<file path="src/bfdh_pkg.sv">
// Package for the double-hashing Bloom filter unit: field widths, register
// indexes, sequencer states and the control structs shared by the modules.
// No dependencies.
package bfdh_pkg;

  // Field and register widths
  localparam int SIZE_W     = 17;
  localparam int COUNT_W    = 5;
  localparam int CFG_IDX_W  = 8;
  localparam int CFG_DATA_W = 32;
  localparam int BYTE_W     = 8;
  localparam int H1_W       = 32;
  localparam int H2_W       = 64;
  localparam int BITCNT_W   = 6;

  // Register indexes of the configuration port
  localparam logic [CFG_IDX_W-1:0] REG_FILTER_SIZE = 8'd0;
  localparam logic [CFG_IDX_W-1:0] REG_HASH_COUNT  = 8'd1;

  // Register reset values
  localparam logic [SIZE_W-1:0]  SIZE_RESET  = 17'd65536;
  localparam logic [COUNT_W-1:0] COUNT_RESET = 5'd4;

  // Item operations
  localparam logic OP_ADD   = 1'b0;
  localparam logic OP_QUERY = 1'b1;

  // Sequencer states
  typedef enum logic [2:0] {
    ST_CLEAR,
    ST_IDLE,
    ST_RED_STRIDE,
    ST_SAVE_STRIDE,
    ST_RED_START,
    ST_PROBE_RD,
    ST_PROBE_CHK,
    ST_FINISH
  } state_e;

  // Operations of the shared remainder unit
  typedef enum logic [1:0] {
    MOD_HOLD,
    MOD_CLEAR,
    MOD_SHIFT,
    MOD_ADD
  } mod_op_e;

  typedef struct packed {
    mod_op_e op;
    logic    bit_in;
  } mod_ctrl_t;

  typedef struct packed {
    logic valid;
    logic present;
  } result_t;

  typedef struct packed {
    logic idle;
    logic probing;
  } status_t;

endpackage

</file>
<file path="src/bfdh_mod_unit.sv">
// Shared remainder unit: bit-serial reduction of a dividend modulo the filter
// size, and modular stepping by the stride. Depends on bfdh_pkg.
module bfdh_mod_unit (
  input  logic                        clk_i,
  input  logic                        rst_ni,
  input  bfdh_pkg::mod_ctrl_t         ctrl_i,
  input  logic [bfdh_pkg::SIZE_W-1:0] size_i,
  input  logic [bfdh_pkg::SIZE_W-1:0] addend_i,
  output logic [bfdh_pkg::SIZE_W-1:0] rem_o
);
  import bfdh_pkg::*;

  logic [SIZE_W:0]   sum;
  logic [SIZE_W:0]   diff;
  logic [SIZE_W-1:0] rem_q, rem_d;

  // One compare-subtract on either a shifted-in bit or a stride add;
  // the operand is always below twice the size
  always_comb begin
    case (ctrl_i.op)
      MOD_SHIFT: sum = {rem_q, ctrl_i.bit_in};
      MOD_ADD:   sum = {1'b0, rem_q} + {1'b0, addend_i};
      default:   sum = {1'b0, rem_q};
    endcase
    diff = sum - {1'b0, size_i};
    case (ctrl_i.op)
      MOD_CLEAR:         rem_d = '0;
      MOD_SHIFT, MOD_ADD: begin
        rem_d = (sum >= {1'b0, size_i}) ? diff[SIZE_W-1:0] : sum[SIZE_W-1:0];
      end
      default:           rem_d = rem_q;
    endcase
  end

  always_ff @(posedge clk_i or negedge rst_ni) begin
    if (!rst_ni) begin
      rem_q <= '0;
    end else begin
      rem_q <= rem_d;
    end
  end

  assign rem_o = rem_q;

endmodule

</file>
<file path="config.mk">
export PLATFORM = sky130hd
export DESIGN_NAME = bfdh_mod_unit
export DESIGN_NICKNAME = d
export VERILOG_FILES = /design/src/bfdh_pkg.sv /design/src/bfdh_mod_unit.sv
export SDC_FILE = /design/constraint.sdc
export NUM_CORES = 1
export LEC_CHECK = 0
export ABC_AREA = 0
export BUFFER_PORTS_ARGS = -buffer_cell sky130_fd_sc_hd__buf_2
export CAP_MARGIN = 5
export CORE_MARGIN = 2
export CORE_UTILIZATION = 51
export CTS_CLUSTER_DIAMETER = 30
export DETAILED_ROUTE_END_ITERATION = 8
export PLACE_DENSITY = 0.74
export SYNTH_ARGS = -nofsm -noshare
export SYNTH_HDL_FRONTEND = slang
export SYNTH_SLANG_ARGS = --single-unit
</file>
<file path="constraint.sdc">
create_clock -name clk_i -period 4.7 [get_ports clk_i]
set_input_delay 1.175 -clock clk_i [delete_from_list [all_inputs] [get_ports clk_i]]
set_output_delay 1.175 -clock clk_i [all_outputs]
set_load 0.1 [all_outputs]
</file>
## Yosys cells after proc, flatten, opt, wreduce, memory -nomap -nowiden

Cells that the tools add are included.
W data, S select, Z words.

| operators by class | value |
|---|---|
| $lt $le $gt $ge | 1 |
| mux-type cells | 3 |
| eq/ne operators | 3 |
| reductions and logical operators | 2 |
| add/sub/neg operators | 2 |

Operators by type and width:

| kind | number |
|---|---|
| $pmux W18 S2 | 1 |
| $pmux W17 S2 | 1 |
| $add A17 B17 Y18 | 1 |
| $ge A18 B17 Y1 | 1 |
| $mux W17 | 1 |
| $sub A17 B17 Y17 | 1 |
| $eq A2 B2 Y1 const B | 2 |
| $eq A2 B1 Y1 const B | 1 |
| $reduce_bool A2 Y1 | 1 |
| $reduce_or A2 Y1 | 1 |

| word-level totals | value |
|---|---|
| register bits after elaboration | 17 |
| logic and storage cells | 12 |
| output and inout bits | 17 |
| input port bits | 39 |

## Depth between registers and ports, before layout

Gate-level depths: netlist of the first run.

| depth | value |
|---|---|
| word-level depth | 5 |
| mapped depth | 19 |
| gate-level depth less buffers | 18 |

## Worst setup path after synthesis of the first run

Ideal clock, no wire load.

| path | value |
|---|---|
| path kind | input-to-reg |
| from | input port addend_i[0] (netlist bit) |
| to | register rem_q[1], in the netlist rem_o[1] |
| setup time | 80 ps |
| cell stages on the path | 18 |
| path slack | 82 ps |
| buffers on the path | 1 |
| data required time | 4620 ps |
| arrival time | 4538 ps |
| cell sequence | ha_1 -> inv_1 -> fa_1 -> nor2b_1 -> o31a_1 -> o21ai_0 -> o211a_1 -> o21ai_0 -> mux2_2 -> ha_1 -> and4_1 -> a41oi_1 -> a21oi_1 -> o21ai_0 -> and4_4 -> buf_6 -> mux2_4 -> mux2i_1 |

| on the way | value |
|---|---|
| word-level cells in the longest chain between the ends | 5 |
| elaborated cells between the ends (all ways) | 6 |
| those cells by class | add/sub (2); order compare (1); mux (3) |

RTL lines:

| item | line | text |
|---|---|---|
| from (decl) | bfdh_mod_unit.sv:8 | `input logic [bfdh_pkg::SIZE_W-1:0] addend_i,` |
| $add A17 B17 Y18 * | bfdh_mod_unit.sv:22 | `MOD_ADD: sum = {1'b0, rem_q} + {1'b0, addend_i};` |
| $pmux W18 S2 * | bfdh_mod_unit.sv:20 | `case (ctrl_i.op)` |
| $sub A17 B17 Y17 or $ge A18 B17 Y1 (tied branches) | bfdh_mod_unit.sv:25, bfdh_mod_unit.sv:29 |  |
| $mux W17 * | bfdh_mod_unit.sv:29 | `rem_d = (sum >= {1'b0, size_i}) ? diff[SIZE_W-1:0] : sum[SIZE_W-1:0];` |
| $pmux W17 S2 * | bfdh_mod_unit.sv:26 | `case (ctrl_i.op)` |
| to (signal assigned) | bfdh_mod_unit.sv:39 | `rem_q <= rem_d;` |
| to (decl) | bfdh_mod_unit.sv:15 | `logic [SIZE_W-1:0] rem_q, rem_d;` |

Every way passes the cells marked *; elsewhere a longest branch is shown, timed or not.
A chain may end at the register's enable or synchronous reset.

## Final worst setup path of the first run

| path | value |
|---|---|
| from | input port addend_i[0] (netlist bit) |
| to | register rem_q[9], in the netlist rem_o[9] |

Same word-level chain as after synthesis.

==> metrics.txt, run 1 <==
# setup viols final 0; Fin Setup TNS 0 ns; final hold violations 0; Synth Net Count 480; largest family of logic cells by synthesized area compound AO/OA/AOI/OAI gates; CTS tree yes; max-cap violation count 0; Post-Syn Instances 405; fin crit share 96.8%; Comb pwr share a little under nine tenths; relative slew slack between 60 and 70%; Slew Viols, Final 0; Power, Total 2.94 mW; Congestion Overflow GR 0; synthesized flop and latch total 17; mux cell area share after synthesis 3.92%; top cells by area, synth dfrtp_1 (14%), ha_1 (14%), a21oi_1 (5.1%); clock slew at reported path FFs 0.06 ns; Worst setup EP type flop; antenna cells 0; vias in the first global route 3,137; crit path launch type primary input; final worst slack around 0.15 ns; start point of the critical path addend_i[0]; adder and majority gate portion of the synthesized area ~15%; Tightest Pin Transition around 0.5 ns; drt pass-1 iters 5; internal power between 1 and 1.5 mW; PortBufs 55; Static Leak 1.98 nW; Avg Vias per Cell around 5.9; CP max FO 8; root buf cell clkbuf_8; Initial Util 52.4%; DRT antenna net count 0; Distinct cells, synth 69; hpwl dp 7300 um; crit-path max cell delay 0.52 ns; WP data arrival between 4 and 5 ns; Mapped Area 0.00307 mm^2; compound-cell area share of the yosys netlist 31.2%; DIE AREA 0.00665 mm^2; nets@finish slightly below 600; htree depth 1; # fillers 499; Routability Congestion 0.887; # clock sinks 17; Reg area 425 um^2; initial antenna violation count 0; outcome finished, final reports clean; DRC errors left 0; synth warn 0; Synth Area in XOR/XNOR 4.57%; largest net degree at the start of global routing 32; Sw Ratio between 50 and 60%; max reg flops 17; total CTS buffers 3; syn avg cell area 7.57 um^2; Clk network pwr share 3.7%; share of cells above drive strength 1 around a third; core area 0.00585 mm^2; Crit-path slowest cell or4_4; top-area cell type share of the netlist area 13.9%; RSZ-0062 raised after global routing yes; min-delay src rem_o[1]; switching pwr ~1.7 mW; skew final 0.00127 ns; ys flop type dfrtp_1; worst path cell trace buf_2 -> ha_4 -> inv_2 -> fa_2 -> nor2b_2 -> o31a_1 -> o211ai_1 -> nand3_1 -> mux2i_2 -> o21ai_1 -> o21ai_1 -> ha_1 -> and3_4 -> nand2_2 -> nor2_2 -> o21ai_1 -> buf_4 -> and4_4 -> or4_4 -> nand3_2; crit-path leading delay family simple AND/OR/NAND/NOR gates; Area Growth Syn to Fin 30.9%; sequential share of the synthesized area 13.9%; Yosys top cell by area dfrtp_1; number of buffers and inverters on the critical path 3; class of the worst hold path flop to flop; asr flop ratio synth 100%; routed length per instance between 15 and 20 um; EDFF count, synth 0; die width about 82 um; Rows 28; first-pass GRT wire length 14,400 um; setup slack at placement -0.322 ns; DRT iter0 DRCs 284; Simple-Gate Fraction of Synth Area 23.0%; Crit Path Class primary input to flop; RR Startpoint rem_o[4]; Top cell by count, worst path o21ai_1; commonest cells in the netlist nor2_1 (40), ha_1 (34), a21oi_1 (31), nand2_1 (31), inv_1 (29); most common cell in the netlist nor2_1; vias 3,516; routed wire length 9260 um; clock insertion delay at the later pin of the skew report around 0.25 ns; minimum clock period 4.55 ns; Sequential Power Share 10.2%; GR Util All Layers 27.2%; FMAX 0.220 GHz; VDD IR-drop max 0.000423 V; io pins between 50 and 60; Cell Pwr Density 733 mW/mm^2; area of the multi-input gates 0.00254 mm^2; die height roughly 80 um; clock tree buffer depth 2; Worst Path Required a little under 5 ns
[routing by layer]
| metal | routed length, um | GRT usage, % |
|---|---|---|
| met2 | 4090 | 42.5 |
| met1 | 4490 | 40.3 |
| met4 | 188 | 7.29 |
| met5 | 0 | 0 |
| met3 | 488 | 1.87 |
[worst min-delay path: cells and delay by family, from the launching register on]
family           cells  cell delay (ns)
muxes                1             0.07
and+or+nand+nor      1             0.10
DFF                  1             0.43
[power groups by stage]
| stage | combinational [mW] | clock, mW | sequential [mW] |
|---|---|---|---|
| after floorplan | 1.25 | 0 | 0.738 |
| after global placement | 2.33 | 0 | 0.291 |
| after detailed placement | 2.37 | 0 | 0.294 |
| after CTS | 2.39 | 0.112 | 0.292 |
| after global routing | 2.74 | 0.116 | 0.304 |
| final | 2.54 | 0.108 | 0.300 |
[path summary, 6_finish.rpt]
kind,endpoint,slack [ns],cells after the start
max,rem_o[9],0.15,20
min,rem_o[1],0.64,2
max reg2reg,rem_o[0],0.72,16
min reg2reg,rem_o[1],0.64,2
max in group asynchronous,rem_o[8],3.57,1
min in group asynchronous,rem_o[1],0.84,1
[metrics by stage]
stage                     cell area, um^2  hold slack, ns  util (%)  cells
final                                4020           0.644      68.6    593
after global routing                 4020           0.667      68.6    593
after CTS                            3850           0.642      65.8    591
after detailed placement             3800           0.625      64.9    587
after global placement               3800           0.612      64.9    587
after floorplan                      3070           0.879         -    405
[final cells by class]
| cell class | count | share of cell area, % |
|---|---|---|
| Tap cell | 75 | 2.34 |
| Multi-Input combinational cell | 343 | 63.3 |
| Inverter | 30 | 2.80 |
| Clock buffer | 4 | 1.12 |
| Timing Repair Buffer | 124 | 19.9 |
| Sequential cell | 17 | 10.6 |
[cell usage in the layout, fill, tap and decap left out, drive strengths merged, types with 13 or more instances in the layout]
cell	synthesis	layout
o21ai	28	28
a31oi	13	13
buf	4	124
nand2	31	31
a21oi	32	32
dfrtp	17	17
nand3	15	15
nor2	40	40
inv	29	29
ha	34	34
[cell families after synthesis]
logic type | after synthesis
xor gates and xnor gates | 16
and+or+nand+nor | 140
DFF | 17
buffers and inverters | 45
AOI/OAI and AO/OA | 140
adders and majority gates | 36
muxes | 11
[repair_timing]
item                                    in CTS  in global routing
hold buffers                                 0                  0
endpoints found under the setup margin       7                 17
endpoints found under the hold margin        0                  0
pin swaps                                    0                 19
buffers inserted                             0                  2
resized for setup                            3                 37
No activity file was read; power rests on OpenSTA's default activity.
==> run 2, diff against run 1 <==
--- a/config.mk
+++ b/config.mk
@@ -13,6 +13,7 @@
 export CTS_CLUSTER_DIAMETER = 30
 export DETAILED_ROUTE_END_ITERATION = 8
 export PLACE_DENSITY = 0.74
+export RECOVER_POWER = 100
 export SYNTH_ARGS = -nofsm -noshare
 export SYNTH_HDL_FRONTEND = slang
 export SYNTH_SLANG_ARGS = --single-unit
==> run 2 against run 1 <==
Compared with the run above: global-route usage did not move; die area is the same; critical path depth unchanged; combinational power barely moved; flip-flop and latch count stayed put; sequential power about the same; fmax hardly changed; register-to-register slack is essentially flat; critical path type unchanged.
==> metrics.txt, run 2 (synthesized netlist as in run 1, its figures left out) <==
min-delay src rem_o[1] (unchanged); number of buffers and inverters on the critical path 3 (unchanged); clock tree buffer depth 2 (unchanged); Reg area 425 um^2 (unchanged); Rows 28 (unchanged); drt pass-1 iters 5 (unchanged); Sw Ratio 56.7% (was 56.3%); WHS Path Cells 2 (unchanged); minimum clock period 4.55 ns (about the same); Top cell by count, worst path o21ai_1 (unchanged); die width 81.5 um (unchanged); relative slew slack 21.8% (was 65.0%); reg2reg end rem_o[0] (unchanged); fin crit share 96.8% (about the same); Area Growth Syn to Fin 30.2% (was 30.9%); max reg flops 17 (unchanged); DIE AREA 0.00665 mm^2 (unchanged); Static Leak 1.92 nW (was 1.98 nW); outcome finished, final reports clean (unchanged); crit path launch type primary input (unchanged); GR Util All Layers 27.2% (unchanged); Worst setup EP type flop (unchanged); skew final 0.00128 ns (was 0.00127 ns); first-pass GRT wire length 14,400 um (unchanged); htree depth 1 (unchanged); Finished Core Util 68.3% (was 68.6%); CP max FO 8 (unchanged); worst path cell trace buf_2 -> ha_4 -> inv_2 -> fa_2 -> nor2b_2 -> o31a_1 -> o211ai_1 -> nand3_1 -> mux2i_2 -> o21ai_1 -> o21ai_1 -> ha_1 -> and3_4 -> nand2_2 -> nor2_2 -> o21ai_1 -> buf_4 -> and4_4 -> or4_4 -> nand3_2 (unchanged); setup slack at placement -0.322 ns (unchanged); Fin Setup TNS 0 ns (unchanged); DRC errors left 0 (unchanged); # setup viols final 0 (unchanged); io pins 56 (unchanged); most frequent cells in the layout buf_4 (68), nor2_1 (39), buf_2 (38) (was buf_4 (68), buf_2 (55), nor2_1 (39)); Tightest Pin Transition 1.18 ns (was 0.512 ns); Initial Util 52.4% (unchanged); Routability Congestion 0.887 (unchanged); initial antenna violation count 0 (unchanged); RSZ-0062 raised after global routing yes (unchanged); Congestion Overflow GR 0 (unchanged); Avg Vias per Cell 5.96 (was 5.93); final hold violations 0 (unchanged); hpwl dp 7300 um (unchanged); FMAX 0.220 GHz (about the same); # clock sinks 17 (unchanged); max-cap violation count 0 (unchanged); Crit-path slowest cell or4_4 (unchanged); root buf cell clkbuf_8 (unchanged); routed length per instance 15.6 um (about the same); Slew Viols, Final 0 (unchanged); area of the multi-input gates 0.00254 mm^2 (unchanged); CTS tree yes (unchanged); VDD IR-drop max 0.000395 V (was 0.000423 V); Power, Total 2.93 mW (was 2.94 mW); internal power 1.27 mW (was 1.29 mW); crit-path leading delay family simple AND/OR/NAND/NOR gates (unchanged); Clk network pwr share 3.7% (about the same); Reg2Reg Depth 16 (unchanged); crit-path max cell delay 0.52 ns (about the same); cts hold-fix bufs 0 (unchanged); DRT iter0 DRCs 304 (was 284); share of cells above drive strength 1 30.5% (was 33.8%); final worst slack 0.149 ns (was 0.150 ns); Crit Path Class primary input to flop (unchanged); DRT antenna net count 0 (unchanged); WP data arrival 4.74 ns (about the same); hold-critical path endpoint rem_o[1] (unchanged); Comb pwr share 86.0% (was 86.1%); PortBufs 55 (unchanged); vias in the first global route 3,137 (unchanged); Worst Path Required 4.89 ns (about the same); routed wire length 9250 um (was 9260 um); most common cell after layout, fill and taps aside buf_4 (unchanged); total CTS buffers 3 (unchanged); R2R setup slack 0.72 ns (about the same); vias 3,532 (was 3,516); largest net degree at the start of global routing 32 (unchanged); antenna cells 0 (unchanged); RR Startpoint rem_o[4] (unchanged); switching pwr 1.66 mW (about the same); nets@finish 594 (unchanged); core area 0.00585 mm^2 (unchanged); die height 81.5 um (unchanged); clock insertion delay at the later pin of the skew report 0.25 ns (about the same); Cell Pwr Density 733 mW/mm^2 (about the same); # fillers 508 (was 499); class of the worst hold path flop to flop (unchanged); Sequential Power Share 10.3% (was 10.2%); Fin Hold WS 0.642 ns (was 0.644 ns); clock slew at reported path FFs 0.06 ns (about the same)
[run 2: cell count changes in the layout (fill, tap and decap cells not counted)]
cell,before,now
buf_2,55,38
clkbuf_1,1,18
[run 2: routing by layer]
layer | GRT usage, % | share of wire [%] | vias up | wire length [um]
met1 | 40.3 | 49 | 1649 | 4510
met2 | 42.5 | 45 | 128 | 4130
met5 | 0 | 0 | - | 0
li1 | - | - | 1739 | -
met4 | 7.29 | 1.9 | 0 | 174
met3 | 1.87 | 4.7 | 16 | 439
[run 2: how the worst max path moves through the flow]
stage | start | end | slack (ns) | depth (start not counted)
after floorplan | addend_i[0] | rem_o[1] | 0.08 | 18
after global placement | addend_i[0] | rem_o[16] | -0.19 | 18
after detailed placement | addend_i[0] | rem_o[0] | -0.32 | 18
after CTS | addend_i[0] | rem_o[0] | 0.01 | 18
after global routing | addend_i[5] | rem_o[16] | -0.04 | 18
final | addend_i[0] | rem_o[9] | 0.15 | 20
[run 2: metrics by stage]
| stage | cells | instance area [um^2] |
|---|---|---|
| 2_1_floorplan | 405 | 3070 |
| 3_3_place_gp | 587 | 3800 |
| 3_5_place_dp | 587 | 3800 |
| 4_1_cts | 591 | 3850 |
| 5_1_grt | 593 | 3990 |
| 6_report | 593 | 3990 |
[run 2: worst min-delay path, stage by stage, from the launching register on]
cell and delay, ns:
dfrtp_1 0.43, nand2_1 0.10, mux2i_1 0.07
[run 2: repair_timing]
action | in CTS | in global routing
endpoints found under the hold margin | 0 | 0
buffers inserted | 0 | 2
gates resized for setup | 3 | 37
pin swaps | 0 | 19
gates cloned | 0 | 0
endpoints found under the setup margin | 7 | 17
[run 2: cell type report]
type | count | area share [%]
flip-flops and latches | 17 | 10.7
clock buffers | 4 | 1.13
multi-input cells | 343 | 63.6
repair buffers | 124 | 19.4
inverters | 30 | 2.82
well taps | 75 | 2.35
[run 2: power by group through the flow]
stage                     combinational (mW)  clock (mW)  sequential [mW]
after floorplan                         1.25           0            0.738
after global placement                  2.33           0            0.291
after detailed placement                2.37           0            0.294
after CTS                               2.39       0.112            0.292
after global routing                    2.72       0.116            0.306
final                                   2.52       0.108            0.301
==> run 3, diff against run 2 <==
--- a/config.mk
+++ b/config.mk
@@ -10,6 +10,7 @@
 export CAP_MARGIN = 5
 export CORE_MARGIN = 2
 export CORE_UTILIZATION = 51
+export CTS_BUF_LIST = sky130_fd_sc_hd__clkbuf_16
 export CTS_CLUSTER_DIAMETER = 30
 export DETAILED_ROUTE_END_ITERATION = 8
 export PLACE_DENSITY = 0.74
==> run 3 against run 2 <==
Compared with the run above: critical path depth stayed put; highest routed layer unchanged; critical endpoint unchanged; non-clock buffer count is 1 lower; largest power group unchanged; final cell count is 0.17% lower; final area is 0.41% higher; register-to-register slack hardly changed; via count is 0.11% higher; largest cell class unchanged.
==> metrics.txt, run 3 (synthesized netlist as in run 1, its figures left out) <==
outcome finished, final reports clean (unchanged); vias in the first global route 3,118 (was 3,137); Worst setup EP type flop (unchanged); worst path cell trace buf_2 -> ha_4 -> inv_2 -> fa_2 -> nor2b_2 -> o31a_1 -> o211ai_1 -> nand3_1 -> mux2i_2 -> o21ai_1 -> o21ai_1 -> ha_1 -> and3_4 -> nand2_4 -> nor2_2 -> o21ai_1 -> buf_4 -> and4_4 -> or4_1 -> nand3_1 (was buf_2 -> ha_4 -> inv_2 -> fa_2 -> nor2b_2 -> o31a_1 -> o211ai_1 -> nand3_1 -> mux2i_2 -> o21ai_1 -> o21ai_1 -> ha_1 -> and3_4 -> nand2_2 -> nor2_2 -> o21ai_1 -> buf_4 -> and4_4 -> or4_4 -> nand3_2); RSZ-0062 raised after global routing yes (unchanged); clock insertion delay at the later pin of the skew report 0.25 ns (about the same); WP data arrival 4.74 ns (about the same); internal power 1.31 mW (was 1.27 mW); Crit-path slowest cell or4_1 (was or4_4); Routability Congestion 0.887 (unchanged); crit path to rem_o[9] (unchanged); Crit Path Class primary input to flop (unchanged); Reg2Reg Depth 16 (unchanged); nets@finish 593 (was 594); most common cell after layout, fill and taps aside buf_4 (unchanged); VDD IR-drop max 0.000396 V (was 0.000395 V); skew final 0.000906 ns (was 0.00128 ns); relative slew slack 21.7% (was 21.8%); Sequential Power Share 10.2% (was 10.3%); Fin Hold WS 0.642 ns (about the same); clock tree buffer depth 2 (unchanged); antenna cells 0 (unchanged); Worst Path Required 4.88 ns (was 4.89 ns); class of the worst hold path flop to flop (unchanged); Cell Pwr Density 742 mW/mm^2 (was 733 mW/mm^2); crit path launch type primary input (unchanged); die height 81.5 um (unchanged); initial antenna violation count 0 (unchanged); DR WL met3 552 um (was 439 um); first-pass GRT wire length 14,400 um (about the same); clock slew at reported path FFs 0.05 ns (was 0.06 ns); DRC errors left 0 (unchanged); GR Util All Layers 27.4% (was 27.2%); crit-path max cell delay 0.51 ns (was 0.52 ns); # setup viols final 0 (unchanged); Tightest Pin Transition 1.18 ns (about the same); DIE AREA 0.00665 mm^2 (unchanged); Clk network pwr share 5.7% (was 3.7%); total CTS buffers 3 (unchanged); RR Startpoint rem_o[4] (unchanged); final worst slack 0.139 ns (was 0.149 ns); # clock sinks 17 (unchanged); met2 WL 4190 um (was 4130 um); fin crit share 97.1% (was 96.8%); Congestion Overflow GR 0 (unchanged); drt pass-1 iters 5 (unchanged); core area 0.00585 mm^2 (unchanged); hpwl dp 7300 um (unchanged); htree depth 1 (unchanged); switching pwr 1.67 mW (was 1.66 mW); routed wire length 9320 um (was 9250 um); Avg Vias per Cell 5.97 (was 5.96); FMAX 0.219 GHz (was 0.220 GHz); R2R setup slack 0.73 ns (was 0.72 ns); share of cells above drive strength 1 30.0% (was 30.5%); Top cell by count, worst path o21ai_1 (unchanged); io pins 56 (unchanged); CP max FO 8 (unchanged); reg2reg end rem_o[0] (unchanged); top routing layer in use met4 (unchanged); # fillers 506 (was 508); start point of the critical path addend_i[0] (unchanged); Power, Total 2.98 mW (was 2.93 mW); Area Growth Syn to Fin 30.8% (was 30.2%); minimum clock period 4.56 ns (was 4.55 ns); max reg flops 17 (unchanged); most frequent cells in the layout buf_4 (68), nor2_1 (38), buf_2 (38) (was buf_4 (68), nor2_1 (39), buf_2 (38)); DRT iter0 DRCs 263 (was 304); DRT met1 WL 4430 um (was 4510 um); die width 81.5 um (unchanged); Static Leak 1.94 nW (was 1.92 nW); routed length per instance 15.7 um (was 15.6 um); largest net degree at the start of global routing 32 (unchanged); final hold violations 0 (unchanged); PortBufs 55 (unchanged); CTS tree yes (unchanged); vias 3,536 (was 3,532); root buf cell clkbuf_16 (was clkbuf_8); setup slack at placement -0.322 ns (unchanged); Comb pwr share 84.1% (was 86.0%); Rows 28 (unchanged); Slew Viols, Final 0 (unchanged); max-cap violation count 0 (unchanged); Initial Util 52.4% (unchanged); Sw Ratio 56.0% (was 56.7%); Finished Core Util 68.5% (was 68.3%); DRT antenna net count 0 (unchanged)
==> run 3: metal layers <==
layer | up-vias | GRT usage, %
li1 | 1734 | -
met1 | 1652 | 40.6
met3 | 21 | 2.09
met4 | 0 | 6.44
met2 | 129 | 42.8
met5 | - | 0
==> run 3: critical path: cells and delay by family <==
kind / cells / cell delay, ns
multiplexers: 1 / 0.21
AND/OR/NAND/NOR: 8 / 1.43
AO/OA/AOI/OAI: 5 / 0.90
adder cells (fa/ha/maj): 3 / 0.72
buffers and inverters: 3 / 0.32
==> run 3: timing repair <==
item                                   4_1_cts  5_1_grt
pin swaps                                    0       20
gates resized for setup                      4       35
hold buffers                                 0        0
endpoints found under the hold margin        0        0
buffers inserted                             0        1
setup endpoints to repair                    8       17
==> run 3: cell type report <==
class                           instances  area, um^2  share of cell area, %
Clock buffer                            3        75.1                   1.87
Multi-Input combinational cell        343        2530                   63.2
Timing Repair Buffer                  123         764                   19.1
Tap cell                               75        93.8                   2.34
Sequential cell                        17         425                   10.6
Inverter                               30         113                   2.81
Clock inverter                          1        3.75                 0.0936
==> run 3: worst min-delay path by stage <==
stage / cells after the start / end / startpoint
final: 2 / rem_o[14] / rem_o[14]
after global routing: 2 / rem_o[14] / rem_o[14]
after CTS: 2 / rem_o[14] / rem_o[14]
after detailed placement: 2 / rem_o[1] / rem_o[1]
after global placement: 2 / rem_o[1] / rem_o[1]
after floorplan: 0 / rem_o[0] / rst_ni
==> run 3: per-stage QoR <==
| step | std cells | setup TNS, ns | area [um^2] |
|---|---|---|---|
| floorplan | 405 | 0 | 3070 |
| global placement | 587 | -1.67 | 3800 |
| detailed placement | 587 | -3.70 | 3800 |
| CTS | 591 | 0 | 3880 |
| global route | 592 | -0.218 | 4010 |
| finish | 592 | 0 | 4010 |
==> run 3: power by group through the flow <==
stage               Combinational (mW)  Clock (mW)  Sequential, mW
CTS                               2.39       0.172           0.293
global placement                  2.33           0           0.291
detailed placement                2.37           0           0.294
floorplan                         1.25           0           0.738
global route                      2.71       0.176           0.307
finish                            2.50       0.170           0.302
