**src/bfdh_pkg.sv**
```systemverilog
// Package for the double-hashing Bloom filter unit: field widths, register
// indexes, sequencer states and the control structs shared by the modules.
// No dependencies.
package bfdh_pkg;

  // Field and register widths
  localparam int SIZE_W     = 17;
  localparam int COUNT_W    = 5;
  localparam int CFG_IDX_W  = 8;
  localparam int CFG_DATA_W = 32;
  localparam int BYTE_W     = 8;
  localparam int H1_W       = 32;
  localparam int H2_W       = 64;
  localparam int BITCNT_W   = 6;

  // Register indexes of the configuration port
  localparam logic [CFG_IDX_W-1:0] REG_FILTER_SIZE = 8'd0;
  localparam logic [CFG_IDX_W-1:0] REG_HASH_COUNT  = 8'd1;

  // Register reset values
  localparam logic [SIZE_W-1:0]  SIZE_RESET  = 17'd65536;
  localparam logic [COUNT_W-1:0] COUNT_RESET = 5'd4;

  // Item operations
  localparam logic OP_ADD   = 1'b0;
  localparam logic OP_QUERY = 1'b1;

  // Sequencer states
  typedef enum logic [2:0] {
    ST_CLEAR,
    ST_IDLE,
    ST_RED_STRIDE,
    ST_SAVE_STRIDE,
    ST_RED_START,
    ST_PROBE_RD,
    ST_PROBE_CHK,
    ST_FINISH
  } state_e;

  // Operations of the shared remainder unit
  typedef enum logic [1:0] {
    MOD_HOLD,
    MOD_CLEAR,
    MOD_SHIFT,
    MOD_ADD
  } mod_op_e;

  typedef struct packed {
    mod_op_e op;
    logic    bit_in;
  } mod_ctrl_t;

  typedef struct packed {
    logic valid;
    logic present;
  } result_t;

  typedef struct packed {
    logic idle;
    logic probing;
  } status_t;

endpackage

```
**src/bfdh_ctrl.sv**
```systemverilog
// Sequencer of the Bloom filter unit: clearing pass, the two reductions,
// probe reads and read-modify-writes of the bit store. Depends on bfdh_pkg.
module bfdh_ctrl #(
  parameter int DEPTH = 8192,
  localparam int AW   = (DEPTH > 1) ? $clog2(DEPTH) : 1
) (
  input  logic                             clk_i,
  input  logic                             rst_ni,
  // input transaction
  input  logic                             in_valid_i,
  output logic                             in_stall_o,
  input  logic                             op_i,
  input  logic [bfdh_pkg::H1_W-1:0]        hash_primary_i,
  input  logic [bfdh_pkg::H2_W-1:0]        hash_secondary_raw_i,
  // active configuration
  input  logic [bfdh_pkg::SIZE_W-1:0]      size_i,
  input  logic [bfdh_pkg::COUNT_W-1:0]     count_i,
  // shared remainder unit
  output bfdh_pkg::mod_ctrl_t              mod_ctrl_o,
  output logic [bfdh_pkg::SIZE_W-1:0]      stride_o,
  input  logic [bfdh_pkg::SIZE_W-1:0]      rem_i,
  // bit store
  output logic                             ram_we_o,
  output logic [AW-1:0]                    ram_waddr_o,
  output logic [bfdh_pkg::BYTE_W-1:0]      ram_wdata_o,
  output logic [AW-1:0]                    ram_raddr_o,
  input  logic [bfdh_pkg::BYTE_W-1:0]      ram_rdata_i,
  // result
  output bfdh_pkg::result_t                result_o,
  input  logic                             out_full_i,
  output bfdh_pkg::status_t                status_o
);
  import bfdh_pkg::*;

  state_e              state_q, state_d;
  logic                op_q, op_d;
  logic [H1_W-1:0]     h1_q, h1_d;
  logic [H2_W-1:0]     sh_q, sh_d;
  logic [SIZE_W-1:0]   stride_q, stride_d;
  logic [BITCNT_W-1:0] cnt_q, cnt_d;
  logic [COUNT_W-1:0]  pcnt_q, pcnt_d;
  logic                present_q, present_d;
  logic [AW-1:0]       clr_q, clr_d;
  logic [BYTE_W-1:0]   mask;
  logic                hit;
  logic                in_fire;

  // Probed bit within the byte read back
  assign mask    = BYTE_W'(1) << rem_i[2:0];
  assign hit     = |(ram_rdata_i & mask);
  assign in_fire = in_valid_i && !in_stall_o;

  assign in_stall_o   = (state_q != ST_IDLE);
  assign stride_o     = stride_q;
  assign ram_raddr_o  = AW'(rem_i >> 3);
  assign status_o     = '{idle: (state_q == ST_IDLE), probing: (state_q == ST_PROBE_RD) ||
                          (state_q == ST_PROBE_CHK)};

  always_ff @(posedge clk_i or negedge rst_ni) begin
    if (!rst_ni) begin
      state_q   <= ST_CLEAR;
      clr_q     <= '0;
      cnt_q     <= '0;
      pcnt_q    <= '0;
      present_q <= 1'b0;
    end else begin
      state_q   <= state_d;
      clr_q     <= clr_d;
      cnt_q     <= cnt_d;
      pcnt_q    <= pcnt_d;
      present_q <= present_d;
    end
  end

  // Item payload and stride
  always_ff @(posedge clk_i) begin
    op_q     <= op_d;
    h1_q     <= h1_d;
    sh_q     <= sh_d;
    stride_q <= stride_d;
  end

  // Next state and outputs
  always_comb begin
    state_d     = state_q;
    op_d        = op_q;
    h1_d        = h1_q;
    sh_d        = sh_q;
    stride_d    = stride_q;
    cnt_d       = cnt_q;
    pcnt_d      = pcnt_q;
    present_d   = present_q;
    clr_d       = clr_q;
    mod_ctrl_o  = '{op: MOD_HOLD, bit_in: 1'b0};
    ram_we_o    = 1'b0;
    ram_waddr_o = AW'(rem_i >> 3);
    ram_wdata_o = ram_rdata_i | mask;
    result_o    = '{valid: 1'b0, present: present_q};

    case (state_q)
      // Zero the store one byte per cycle after reset
      ST_CLEAR: begin
        ram_we_o    = 1'b1;
        ram_waddr_o = clr_q;
        ram_wdata_o = '0;
        clr_d       = clr_q + AW'(1);
        if (clr_q == AW'(DEPTH - 1)) begin
          state_d = ST_IDLE;
        end
      end

      ST_IDLE: begin
        if (in_fire) begin
          op_d       = op_i;
          h1_d       = hash_primary_i;
          sh_d       = hash_secondary_raw_i;
          cnt_d      = '0;
          mod_ctrl_o = '{op: MOD_CLEAR, bit_in: 1'b0};
          if (size_i == '0) begin
            present_d = 1'b0;
            state_d   = ST_FINISH;
          end else begin
            state_d = ST_RED_STRIDE;
          end
        end
      end

      // Secondary hash mod size, MSB first
      ST_RED_STRIDE: begin
        mod_ctrl_o = '{op: MOD_SHIFT, bit_in: sh_q[H2_W-1]};
        sh_d       = sh_q << 1;
        cnt_d      = cnt_q + BITCNT_W'(1);
        if (cnt_q == BITCNT_W'(H2_W - 1)) begin
          state_d = ST_SAVE_STRIDE;
        end
      end

      // Zero stride becomes one; then reduce the primary hash, or finish when the hash count is zero
      ST_SAVE_STRIDE: begin
        stride_d   = (rem_i == '0) ? SIZE_W'(1) : rem_i;
        sh_d       = {h1_q, {(H2_W - H1_W){1'b0}}};
        cnt_d      = '0;
        pcnt_d     = '0;
        present_d  = 1'b1;
        mod_ctrl_o = '{op: MOD_CLEAR, bit_in: 1'b0};
        state_d    = (count_i == '0) ? ST_FINISH : ST_RED_START;
      end

      ST_RED_START: begin
        mod_ctrl_o = '{op: MOD_SHIFT, bit_in: sh_q[H2_W-1]};
        sh_d       = sh_q << 1;
        cnt_d      = cnt_q + BITCNT_W'(1);
        if (cnt_q == BITCNT_W'(H1_W - 1)) begin
          state_d = ST_PROBE_RD;
        end
      end

      // Read address is driven from the current index
      ST_PROBE_RD: begin
        state_d = ST_PROBE_CHK;
      end

      // Set or test the bit, then step the index by the stride while probes remain
      ST_PROBE_CHK: begin
        if (op_q == OP_ADD) begin
          ram_we_o = 1'b1;
        end
        if ((op_q == OP_QUERY) && !hit) begin
          present_d = 1'b0;
          state_d   = ST_FINISH;
        end else if (pcnt_q == (count_i - COUNT_W'(1))) begin
          state_d = ST_FINISH;
        end else begin
          pcnt_d     = pcnt_q + COUNT_W'(1);
          mod_ctrl_o = '{op: MOD_ADD, bit_in: 1'b0};
          state_d    = ST_PROBE_RD;
        end
      end

      // Hand the result over once the output register is free
      ST_FINISH: begin
        result_o = '{valid: 1'b1, present: (op_q == OP_QUERY) && present_q};
        if (!out_full_i) begin
          state_d = ST_IDLE;
        end
      end

      default: begin
        state_d = ST_IDLE;
      end
    endcase
  end

endmodule

```
**config.mk**
```make
export PLATFORM = sky130hd
export DESIGN_NAME = bfdh_ctrl
export DESIGN_NICKNAME = d
export VERILOG_FILES = /design/src/bfdh_pkg.sv /design/src/bfdh_ctrl.sv
export SDC_FILE = /design/constraint.sdc
export NUM_CORES = 1
export LEC_CHECK = 0
export CAP_MARGIN = 20
export CORE_UTILIZATION = 57
export DETAILED_ROUTE_END_ITERATION = 10
export DONT_BUFFER_PORTS = 1
export HOLD_SLACK_MARGIN = 0.02
export PLACE_DENSITY = 0.75
export SYNTH_ARGS = -nofsm -noshare
export SYNTH_HDL_FRONTEND = slang
export SYNTH_SLANG_ARGS = --single-unit
```
**constraint.sdc**
```tcl
create_clock -name clk_i -period 2.6 [get_ports clk_i]
set_input_delay 0.52 -clock clk_i [delete_from_list [all_inputs] [get_ports clk_i]]
set_output_delay 0.52 -clock clk_i [all_outputs]
set_load 0.01 [all_outputs]
```
# Word level (Yosys, flattened, before mapping)
# Index checks and enable logic that the tools add are counted.
# word_totals
out_inout_bits,60
wordCells,87
register_bits,142
# classes
eq_ne,21
add_sub_neg,4
muxes,30
bitwise,2
reduce_logical,20
shifts,1
# op_table
operator,n
$pmux W64 S3,1
$mux W64,1
$logic_not A17 Y1,2
$mux W3,8
$pmux W3 S8,1
$pmux W6 S3,1
$add A13 B1 Y13 const B,1
$eq A13 B13 Y1 const B,1
$mux W13,1
$eq A3 B3 Y1 const B,4
$ne A2 B2 Y1 const B,6
$pmux W3 S4,1
$mux W2,5
$mux W5,2
$pmux W5 S2,1
$and A8 B8 Y8,1
$mux W8,1
$or A8 B8 Y8,1
$reduce_or A8 Y1,1
$shl A1 B3 Y8 const A,1
$add A6 B1 Y6 const B,1
$eq A3 B2 Y1 const B,2
$eq A6 B5 Y1 const B,1
$eq A6 B6 Y1 const B,1
22 further kinds,32

# Depth between registers and ports, before layout
# Gate-level depths: netlist (run 1).
# depth
depth_word,7
depth_mapped,8
ltp_nobuf,7

# Worst setup path before layout (run 1)
# Ideal clock, no wire load.
# synth_path
kind,reg-to-reg
from,register state_q[0]
to,register cnt_q[5]
arrival_ns,2.764
path_stages_with_launch,8
path_buffers,1
setup_slack_ns,-0.236
cell_sequence,dfrtp_1 -> clkbuf_1 -> a21oi_1 -> o22a_1 -> inv_1 -> nand4_1 -> xor2_1 -> nor2_1
# synth_via
elab_chain_cells,5
# synth_rtl
element,line,text
"start, declared",bfdh_ctrl.sv:35,"state_e state_q, state_d;"
"start signal, assigned",bfdh_ctrl.sv:67,state_q <= state_d;
$ne A3 B1 Y1,bfdh_ctrl.sv:53,assign in_stall_o = (state_q != ST_IDLE);
$logic_not A1 Y1,bfdh_ctrl.sv:51,assign in_fire = in_valid_i && !in_stall_o;
$logic_and A1 B1 Y1,bfdh_ctrl.sv:51,
$ne A2 B1 Y1 (no line),n/a,
$reduce_and A2 Y1 (no line),n/a,
"end signal, assigned",bfdh_ctrl.sv:69,cnt_q <= cnt_d;
"end, declared",bfdh_ctrl.sv:40,"logic [BITCNT_W-1:0] cnt_q, cnt_d;"
# Several ways; a longest one is shown, not always the timed one.
# A chain may end at the register's enable or synchronous reset.

# Final worst setup path (run 1)
# layout_path
from,register state_q[2]
to,output ram_waddr_o[12]
# layout_via
elab_chain_cells,2
# layout_rtl
element,line,text
$logic_not A3 Y1,bfdh_ctrl.sv:100,case (state_q)
$mux W13,bfdh_ctrl.sv:100,
"end, declared",bfdh_ctrl.sv:24,"output logic [AW-1:0] ram_waddr_o,"
# Every way passes these cells.

==> results.md, run 1 <==
- Outcome: completed
- Mapped Area: between 6000 and 7000 sq um
- Slowest CP cell: dfrtp_2
- Root Driver: clkbuf_16
- Layout cell share with drive strength beyond 1: 11.9%
- Worst-path clk slew: roughly 0.06 ns
- Residual DRC: 0
- Mapped Cells: around 600
- Worst VDD drop: between 0.0008 and 0.0009 V
- FF-to-FF Start: clr_q[0]
- R2R Setup Slk: about 0.39 ns
- Post-DP HPWL: roughly 9100 um
- I/O Buffers: 0
- Slew HR: between 60% and 70%
- Pre-CTS WS: around 0.31 ns
- Final Hold Viols: 0
- Num Clock Sinks: roughly 140
- Final Max Slew Viols: 0
- CP delay by family, top: flip-flops
- CP Cell Sequence: nor3_4 -> buf_4 -> mux2_2
- P_leak: roughly 2.8 nW
- Seq/Total Area, Yosys: between 60 and 70%
- Final setup violation count: 0
- Row Count: 38
- Yosys warning count: 0
- Final Skew: between 0.008 and 0.009 ns
- Minimum clock period: around 2.4 ns
- Initial Util: between 50 and 60%
- # IOs: between 200 and 250
- Final Total Pwr: 0.00884 W
- WP data arrival: roughly 1.9 ns
- Crit path max fanout: 27
- 1st-pass router iterations: 5
- Fin crit share: a little over 90%
- Number of synthesized register bits: 142
- Routed length per instance: approximately 19 um
- Routed Antenna Nets: 0
- Max stage delay on crit path: around 0.52 ns
- Main area contributors after synthesis: edfxtp_1 (52%), dfrtp_1 (11%), nand2_1 (8.6%)
- Vias per cell: approximately 6.0
- Asr flop ratio synth: approximately a fifth
- Antenna fix cells: 0
- Synth cell types: 49
- Hold Crit Class: in2reg
- Final wirelength: ~14000 um
- WHS: around 0.20 ns
- Remaining Overflow, GRT: 0
- Gpl congestion: 0.815
- CTS max path bufs: 2
- WHS Path Cells: 0
- Maxcap violations: 0
- Setup bufs post-CTS: 0
- CTS Buf Count: 17
- Worst-Margin Slew: roughly 0.5 ns
- Pin count of the biggest net entering global routing: 41
- Area leader, netlist: edfxtp_1
- CTS tree: done
- Hold_sp: rem_i[16]
- P&R area growth vs syn: 9.43%
- Vias in the first global route: about 4300
- Synth Net Count: approximately 750
- Unrepaired setup endpoints after global routing: false
- Crit start category: register
- Mean post-synth cell area: about 11 sq um
- Drt initial violations: around 320
- R2R depth: 6
- Die Ht: 110 um
- Total Nets Final: 719
- Crit path required time: approximately 2.1 ns
- Clk Latency, worst-skew pair: about 0.42 ns
- GRT Util Overall: 23.7%
- Ys flop type: edfxtp_1
- PnR worst setup slack: approximately 0.18 ns
- H-tree depth: 4
- Total vias in the final route: between 4000 and 5000
- Worst Setup End Kind: output pin
- Die width: approximately 110 um
- Initial antenna violation count: 0
- Most frequent cell after synthesis: nand2_1
- Hold endpoint: stride_o[16]
- Top cell type's share of synthesized area: around 52%
- First-pass GRT wire length: between 20000 and 25000 um
- Critical path class: reg2out
- Power per cell area: 1220 nW/um^2
- EDFF count, synth: between 100 and 150
- Die Area: between 10000 and 15000 sq um
- Reg-to-reg endpoint: state_q[1]
- CP Buf/Inv Count: 1
- Fmax: slightly above 400 MHz
- Fin Setup TNS: 0 ns
- Core box area: approximately 11000 sq um
- Post-synth top cells: nand2_1 (151), edfxtp_1 (114), clkbuf_1 (45), a22oi_1 (33), o21ai_0 (32)
==> power by group <==
part | total [W] | leakage, nW | internal (W) | switching (W)
registers | 0.00407 | 1.44 | 0.00363 | 0.000439
logic | 0.00250 | 1.11 | 0.000846 | 0.00165
clock network | 0.00227 | 0.263 | 0.00139 | 0.000880
==> worst max-delay path by stage <==
stage | from | end | slack, ns | depth (start not counted)
after global routing | pcnt_q[2] | mod_ctrl_o[1] | 0.06 | 5
after floorplan | state_q[1] | cnt_q[5] | 0.14 | 7
final | state_q[2] | ram_waddr_o[12] | 0.18 | 3
after CTS | state_q[2] | ram_waddr_o[0] | 0.07 | 3
after detailed placement | count_i[0] | mod_ctrl_o[1] | 0.31 | 7
after global placement | count_i[0] | mod_ctrl_o[1] | 0.38 | 7
==> what timing repair did <==
action,CTS,global route
setup endpoints to repair,0,15
hold endpoints to repair,28,0
gates resized for setup,0,2
hold buffers,2,0
==> area by class of cell <==
cell class	instances	area [sq um]
fillers	815	3840
well taps	140	175
multi-input cells	375	2160
flip-flops and latches	142	4130
inverters	15	60.1
repair buffers	16	160
clock inverters	12	121
clock buffers	19	433
==> cells by family after synthesis <==
| family | count (synthesis) | synth area share [%] |
|---|---|---|
| adder cells (fa/ha/maj) | 4 | 0.757 |
| XOR/XNOR | 22 | 2.91 |
| multiplexers | 22 | 3.99 |
| AO/OA/AOI/OAI | 99 | 9.94 |
| AND/OR/NAND/NOR | 228 | 14.8 |
| buffers and inverters | 76 | 5.19 |
| flip-flops | 142 | 62.4 |
==> flip-flops by register name, indices dropped and copies added (netlist names) <==
register and count:
op_q 1, cnt_q 6, stride_o 17, h1_q 32
sh_q 64, clr_q 13, present_q 1, state_q 3
pcnt_q 5
==> layer usage <==
metal | share of wire (%) | GRT usage (%) | wire, um
met5 | 0 | 0 | 0
met1 | 41 | 28.3 | 5560
met3 | 7.1 | 7.77 | 959
met2 | 50 | 39.2 | 6760
met4 | 1.8 | 10.6 | 240
==> stage by stage <==
stage          cells  util (%)  instance area (sq um)
2_1_floorplan    593         -                   6610
3_3_place_gp     686      60.0                   6650
3_5_place_dp     686      60.0                   6650
4_1_cts          719      65.3                   7230
5_1_grt          719      65.3                   7230
6_report         719      65.3                   7230
==> cell usage in the layout, fill, tap and decap left out, types with 10 or more instances in the layout <==
cell | synthesis | routed
nand2_1 | 151 | 151
edfxtp_1 | 114 | 114
a22oi_1 | 33 | 33
o21ai_0 | 32 | 32
nor2_1 | 27 | 26
dfrtp_1 | 28 | 26
clkbuf_16 | 0 | 17
mux2_2 | 15 | 15
inv_1 | 14 | 13
xnor2_1 | 12 | 12
buf_4 | 13 | 12
xor2_1 | 10 | 10
nand4_1 | 10 | 10
==> worst register-to-register path, stage by stage, from the launching register on <==
cell      delay [ns]
dfrtp_1         0.42
ha_1            0.21
or3b_1          0.35
or4_1           0.42
a221oi_2        0.37
o211ai_1        0.15
o22a_1          0.19
Power figures use the tool's default switching activity.
==> run 2, diff against run 1 <==
- ABC_AREA: unset -> 1
- TNS_END_PERCENT: unset -> 20
==> run 2 against run 1 <==
Compared with the run above:
- the flow now finishes with violations (DRC)
- first-iteration DRC count up 7.0%
- die area grew 3.3%
- clock skew about the same
- design area rose by 2.5%
- cell count rose by 10%
- via count is 6.6% higher
- total power rose by 5.5%
- critical endpoint is now ram_wdata_o[4]
==> results.md, run 2 <==
- Worst VDD drop: 0.000768 V (was 0.000877 V)
- EDFF count, synth: 114 (unchanged)
- Worst-Margin Slew: 0.541 ns (was 0.513 ns)
- Die Area: 12400 sq um (was 12000 sq um)
- Max reg flops: 64 (unchanged)
- Mapped Cells: 651 (was 593)
- Total Nets Final: 790 (was 719)
- Routed length per instance: 18.0 um (was 18.8 um)
- I/O Buffers: 0 (unchanged)
- Final wirelength: 14300 um (was 13500 um)
- Final Max Slew Viols: 0 (unchanged)
- Drt initial violations: 337 (was 315)
- Final Util: 64.1% (was 65.3%)
- Total vias in the final route: 4611 (was 4325)
- H-tree depth: 4 (unchanged)
- Crit path max fanout: 38 (was 27)
- Initial Util: 59.1% (was 59.7%)
- Ys flop type: edfxtp_1 (unchanged)
- Pin count of the biggest net entering global routing: 65 (was 41)
- Hold_sp: rem_i[15] (was rem_i[16])
- Clk Latency, worst-skew pair: 0.42 ns (about the same)
- FF-to-FF Start: state_q[2] (was clr_q[0])
- Synth cell types: 33 (was 49)
- Vias in the first global route: 4480 (was 4299)
- Layout cell share with drive strength beyond 1: 11.5% (was 11.9%)
- Most common cell after layout, fill and taps aside: nand2_1 (unchanged)
- Most flops, register: sh_q (unchanged)
- Fin Setup TNS: 0 ns (unchanged)
- Minimum clock period: 2.44 ns (was 2.42 ns)
- Unrepaired setup endpoints after global routing: false (unchanged)
- Power per cell area: 1260 nW/um^2 (was 1220 nW/um^2)
- Final Hold Viols: 0 (unchanged)
- Hold endpoint: stride_o[15] (was stride_o[16])
- Post-synth top cells: nand2_1 (159), edfxtp_1 (114), inv_1 (57), nor2_1 (43) (was nand2_1 (151), edfxtp_1 (114), clkbuf_1 (45), a22oi_1 (33), o21ai_0 (32))
- Initial antenna violation count: 0 (unchanged)
- First-pass GRT wire length: 22700 um (was 20800 um)
- Fmax: 410 MHz (was 412 MHz)
- # IOs: 208 (unchanged)
- Final Skew: 0.00826 ns (was 0.00865 ns)
- Row Count: 39 (was 38)
- GRT Util Overall: 23.7% (about the same)
- Slew HR: 63.9% (was 65.5%)
- Sequential cell area: 4120 sq um (was 4130 sq um)
- Crit path from: state_q[2] (unchanged)
- Antenna fix cells: 0 (unchanged)
- R2R depth: 7 (was 6)
- Cells after DPL: 760 (was 686)
- CTS tree: done (unchanged)
- Remaining Overflow, GRT: 0 (unchanged)
- CTS Buf Count: 17 (unchanged)
- Crit start category: register (unchanged)
- Fin crit share: 93.8% (was 93.3%)
- WHS Path Cells: 0 (unchanged)
- Multi-input logic area: 2130 sq um (was 2160 sq um)
- P&R area growth vs syn: 8.52% (was 9.43%)
- Fill cells: 889 (was 815)
- Number of synthesized register bits: 142 (unchanged)
- Most frequent cells in the layout: nand2_1 (159), edfxtp_1 (114), inv_1 (56) (was nand2_1 (151), edfxtp_1 (114), a22oi_1 (33))
- Violated checks: DRC
- WP data arrival: 1.92 ns (was 1.90 ns)
- Residual DRC: 12 (was 0)
- Maxcap violations: 0 (unchanged)
- R2R Setup Slk: 0.57 ns (was 0.39 ns)
- Top cell type's share of synthesized area: 50.1% (was 51.8%)
- Num Clock Sinks: 142 (unchanged)
- Post-DP HPWL: 9920 um (was 9100 um)
- Yosys warning count: 0 (unchanged)
- Mapped Area: 6830 sq um (was 6610 sq um)
- Core box area: 11600 sq um (was 11100 sq um)
- Worst-path clk slew: 0.06 ns (about the same)
- Gpl congestion: 0.851 (was 0.815)
- Root Driver: clkbuf_16 (unchanged)
- Most frequent cell after synthesis: nand2_1 (unchanged)
- Reg-to-reg endpoint: sh_q[9] (was state_q[1])
- Mean post-synth cell area: 10.5 sq um (was 11.1 sq um)
- Critical path class: reg2out (unchanged)
- Routed Antenna Nets: 0 (unchanged)
- Synth Net Count: 803 (was 745)
- Asr flop ratio synth: 19.7% (unchanged)
- Final setup violation count: 0 (unchanged)
- 1st-pass router iterations: 8 (was 5)
- Hold Crit Class: in2reg (unchanged)
- Main area contributors after synthesis: edfxtp_1 (50%), dfrtp_1 (10%), nand2_1 (8.7%) (was edfxtp_1 (52%), dfrtp_1 (11%), nand2_1 (8.6%))
- Vias per cell: 5.81 (was 6.02)
- Cell Count, Final, Fillers Out: 794 (was 719)
- Worst Setup End Kind: output pin (unchanged)
- Die Ht: 111 um (was 110 um)
- CTS max path bufs: 2 (unchanged)
- P_leak: 3.19 nW (was 2.82 nW)
- Outcome: finished, violations left (was completed)
- Die width: 111 um (was 110 um)
- Seq/Total Area, Yosys: 60.4% (was 62.4%)
- Crit path required time: 2.08 ns (about the same)
- Area leader, netlist: edfxtp_1 (unchanged)
[run 2: changes by cell type after synthesis, sizes merged, moves of 7 or more]
cell and delta:
a22o +29, a31oi -8, buf +20, clkbuf -27, inv +50, mux2 -15
nand2 +11, nand3 +24, nand4 +7, nor2 +22, o21ai -9, xnor2 -12
[run 2: per-stage QoR]
step                hold slack (ns)  power [W]  area [sq um]  setup slack [ns]
global route                  0.174    0.00987          7410           0.00312
floorplan                     0.224    0.00637          6830           -0.0555
finish                        0.195    0.00933          7410             0.160
global placement              0.225    0.00702          6840             0.426
detailed placement            0.225    0.00712          6840             0.324
CTS                           0.180    0.00940          7410             0.167
[run 2: layout make-up]
class	instances	area share, %
flip-flops and latches	142	55.6
multi-input cells	391	28.7
clock buffers	19	5.84
inverters	64	3.24
repair buffers	22	2.60
well taps	143	2.41
clock inverters	13	1.54
[run 2: timing repair]
action / in CTS / in global routing
setup buffers: 0 / 0
hold endpoints to repair: 28 / 0
hold buffers: 2 / 0
gates resized for setup: 0 / 0
[run 2: power by group]
group | internal (W) | total [W] | switching [W]
combinational | 0.000956 | 0.00306 | 0.00211
sequential | 0.00369 | 0.00403 | 0.000335
clock | 0.00132 | 0.00224 | 0.000926
total | 0.00596 | 0.00933 | 0.00337
[run 2: kinds of logic (layout without fill, tap and decap cells)]
| family | after synthesis | count (layout) | share of synthesized area [%] |
|---|---|---|---|
| adder cells (fa/ha/maj) | 4 | 4 | 0.733 |
| XOR/XNOR | 15 | 15 | 1.92 |
| AND/OR/NAND/NOR | 276 | 276 | 18.3 |
| AO/OA/AOI/OAI | 96 | 96 | 10.1 |
| flip-flops | 142 | 142 | 60.4 |
| buffers and inverters | 118 | 118 | 8.55 |
[run 2: worst max-delay path by stage]
| stage | slack, ns | endpoint |
|---|---|---|
| finish | 0.16 | ram_wdata_o[4] |
| global route | 0.003 | ram_waddr_o[2] |
| CTS | 0.17 | ram_wdata_o[0] |
| detailed placement | 0.32 | mod_ctrl_o[1] |
| global placement | 0.43 | mod_ctrl_o[1] |
| floorplan | -0.06 | sh_q[0] |
[run 2: worst max-delay path, stage by stage (launching register included)]
cell	delay, ns
dfrtp_1	0.50
inv_2	0.10
nand2_1	0.08
buf_4	0.35
inv_2	0.16
nor2_1	0.30
[run 2: layer usage]
metal	up-vias	routed length [um]	global-route usage, %	part of all wire (%)
li1	2199	-	-	-
met1	2212	5840	29.0	41
met2	181	7100	39.1	50
met3	19	1120	8.98	7.9
met4	0	238	7.48	1.7
met5	-	0	0	0
==> run 3, diff against run 2 <==
- CORE_UTILIZATION: 57 -> 60
- CTS_BUF_LIST: unset -> sky130_fd_sc_hd__clkbuf_4 sky130_fd_sc_hd__clkbuf_8
- PLACE_DENSITY: 0.75 -> 0.79
==> run 3 against run 2 <==
Compared with the run above:
- the flow now finishes without violations
- global-route usage increased by 1.6 points
- sequential cell count unchanged
- worst hold slack worse by 0.030 ns
- fmax rose by 2.4%
- cell count shrank 0.50%
- total power is 5.8% lower
- design area shrank 2.5%
- non-clock buffer count shrank 2
- critical path type unchanged
- largest cell class unchanged
- highest routed layer unchanged
==> results.md, run 3 (synthesis results as in run 2) <==
- CTS tree: done (unchanged)
- Final Hold Viols: 0 (unchanged)
- Routed Antenna Nets: 0 (unchanged)
- Worst Setup End Kind: output pin (unchanged)
- Most frequent cells in the layout: nand2_1 (159), edfxtp_1 (114), inv_1 (56) (unchanged)
- Top Usage Layer GRT: met2 (unchanged)
- Final Max Slew Viols: 0 (unchanged)
- CTS Buf Count: 17 (unchanged)
- 1st-pass router iterations: 5 (was 8)
- Final Skew: 0.00907 ns (was 0.00826 ns)
- # IOs: 208 (unchanged)
- First-pass GRT wire length: 22300 um (was 22700 um)
- Cell Count, Final, Fillers Out: 790 (was 794)
- Most flops, register: sh_q (unchanged)
- PnR worst setup slack: 0.217 ns (was 0.160 ns)
- GRT Util Overall: 25.3% (was 23.7%)
- Crit start category: register (unchanged)
- Hold Crit Class: in2reg (unchanged)
- Most common cell after layout, fill and taps aside: nand2_1 (unchanged)
- Worst-path clk slew: 0.08 ns (was 0.06 ns)
- Num Clock Sinks: 142 (unchanged)
- P_leak: 3.11 nW (was 3.19 nW)
- P&R area growth vs syn: 5.82% (was 8.52%)
- Post-DP HPWL: 10100 um (was 9920 um)
- H-tree depth: 4 (unchanged)
- Cells resized by post-CTS repair: 0 (unchanged)
- Fin crit share: 91.7% (was 93.8%)
- GRT met3 Usage: 9.09% (was 8.98%)
- Global routing met2 resource utilization: 40.8% (was 39.1%)
- Worst VDD drop: 0.000716 V (was 0.000768 V)
- Pre-CTS WS: 0.362 ns (was 0.324 ns)
- Crit path required time: 2.08 ns (about the same)
- Cells after DPL: 755 (was 760)
- WP data arrival: 1.86 ns (was 1.92 ns)
- Final wirelength: 14400 um (was 14300 um)
- Layout cell share with drive strength beyond 1: 11.6% (was 11.5%)
- Global Route met1 Usage: 30.7% (was 29.0%)
- Total vias in the final route: 4668 (was 4611)
- Residual DRC: 0 (was 12)
- Maxcap violations: 0 (unchanged)
- Row Count: 38 (was 39)
- Die Ht: 109 um (was 111 um)
- Pin count of the biggest net entering global routing: 66 (was 65)
- Die Area: 11800 sq um (was 12400 sq um)
- Initial Util: 62.2% (was 59.1%)
- Remaining Overflow, GRT: 0 (unchanged)
- Clk Latency, worst-skew pair: 0.44 ns (was 0.42 ns)
- Vias per cell: 5.91 (was 5.81)
- Vias in the first global route: 4574 (was 4480)
- CTS max path bufs: 2 (unchanged)
- I/O Buffers: 0 (unchanged)
- Crit path max fanout: 18 (was 38)
- Routed length per instance: 18.3 um (was 18.0 um)
- Final setup violation count: 0 (unchanged)
- Unrepaired setup endpoints after global routing: false (unchanged)
- Total Nets Final: 788 (was 790)
- Max reg flops: 64 (unchanged)
- Outcome: completed (was finished, violations left)
- Power per cell area: 1220 nW/um^2 (was 1260 nW/um^2)
- Minimum clock period: 2.38 ns (was 2.44 ns)
- Slew HR: 53.6% (was 63.9%)
- Drt initial violations: 324 (was 337)
- Worst-Margin Slew: 0.695 ns (was 0.541 ns)
- Root Driver: clkbuf_8 (was clkbuf_16)
- Gpl congestion: 0.951 (was 0.851)
- Initial antenna violation count: 0 (unchanged)
- Die width: 109 um (was 111 um)
- Core box area: 11000 sq um (was 11600 sq um)
- Fmax: 420 MHz (was 410 MHz)
- Critical path class: reg2out (unchanged)
## run 3: worst paths after layout
kind / from / to / slack, ns / depth (start not counted)
setup / recovery: state_q[0] / ram_waddr_o[3] / 0.22 / 5
hold / removal: op_i / op_q / 0.16 / 0
setup reg to reg: state_q[2] / sh_q[33] / 0.53 / 8
min in group asynchronous: rst_ni / state_q[2] / 0.51 / 2
max in group asynchronous: rst_ni / clr_q[3] / 1.93 / 2
hold reg to reg: clr_q[7] / clr_q[7] / 0.48 / 1
## run 3: layout make-up
| type | count | area (sq um) |
|---|---|---|
| Antenna cell | 1 | 2.50 |
| Clock buffer | 17 | 234 |
| Clock inverter | 15 | 145 |
| Fill cell | 812 | 3750 |
| Inverter | 64 | 240 |
| Multi-Input combinational cell | 391 | 2130 |
| Sequential cell | 142 | 4120 |
| Tap cell | 140 | 175 |
| Timing Repair Buffer | 20 | 178 |
## run 3: routing by layer
metal / share of wire [%] / up-vias
met5: 0 / -
met4: 1.8 / 0
met3: 8.3 / 22
met2: 50 / 206
met1: 40 / 2255
li1: - / 2185
## run 3: through the flow
stage               setup TNS, ns  hold WS (ns)  total power (W)  util [%]  instance area [sq um]
CTS                             0         0.141          0.00884      65.8                   7230
detailed placement              0         0.225          0.00712      62.1                   6820
floorplan                   -3.55         0.224          0.00637         -                   6830
finish                          0         0.165          0.00879      65.8                   7230
global placement                0         0.225          0.00700      62.1                   6820
global route                    0         0.136          0.00931      65.8                   7230
## run 3: repair_timing
| item | CTS | global route |
|---|---|---|
| hold buffers | 2 | 0 |
| endpoints found under the hold margin | 28 | 0 |
| endpoints found under the setup margin | 0 | 0 |
| buffers inserted | 0 | 0 |
## run 3: critical path: stages, from the launching register on
cell     delay [ns]
dfrtp_1        0.45
nor2_1         0.21
nand2_1        0.14
buf_4          0.23
o21ai_0        0.22
buf_4          0.16
## run 3: where the power goes
part	internal [W]	switching [W]	leakage [nW]	total, W
Combinational	0.000949	0.00211	1.48	0.00306
Sequential	0.00369	0.000350	1.44	0.00404
Clock	0.000846	0.000847	0.187	0.00169
Total	0.00548	0.00331	3.11	0.00879
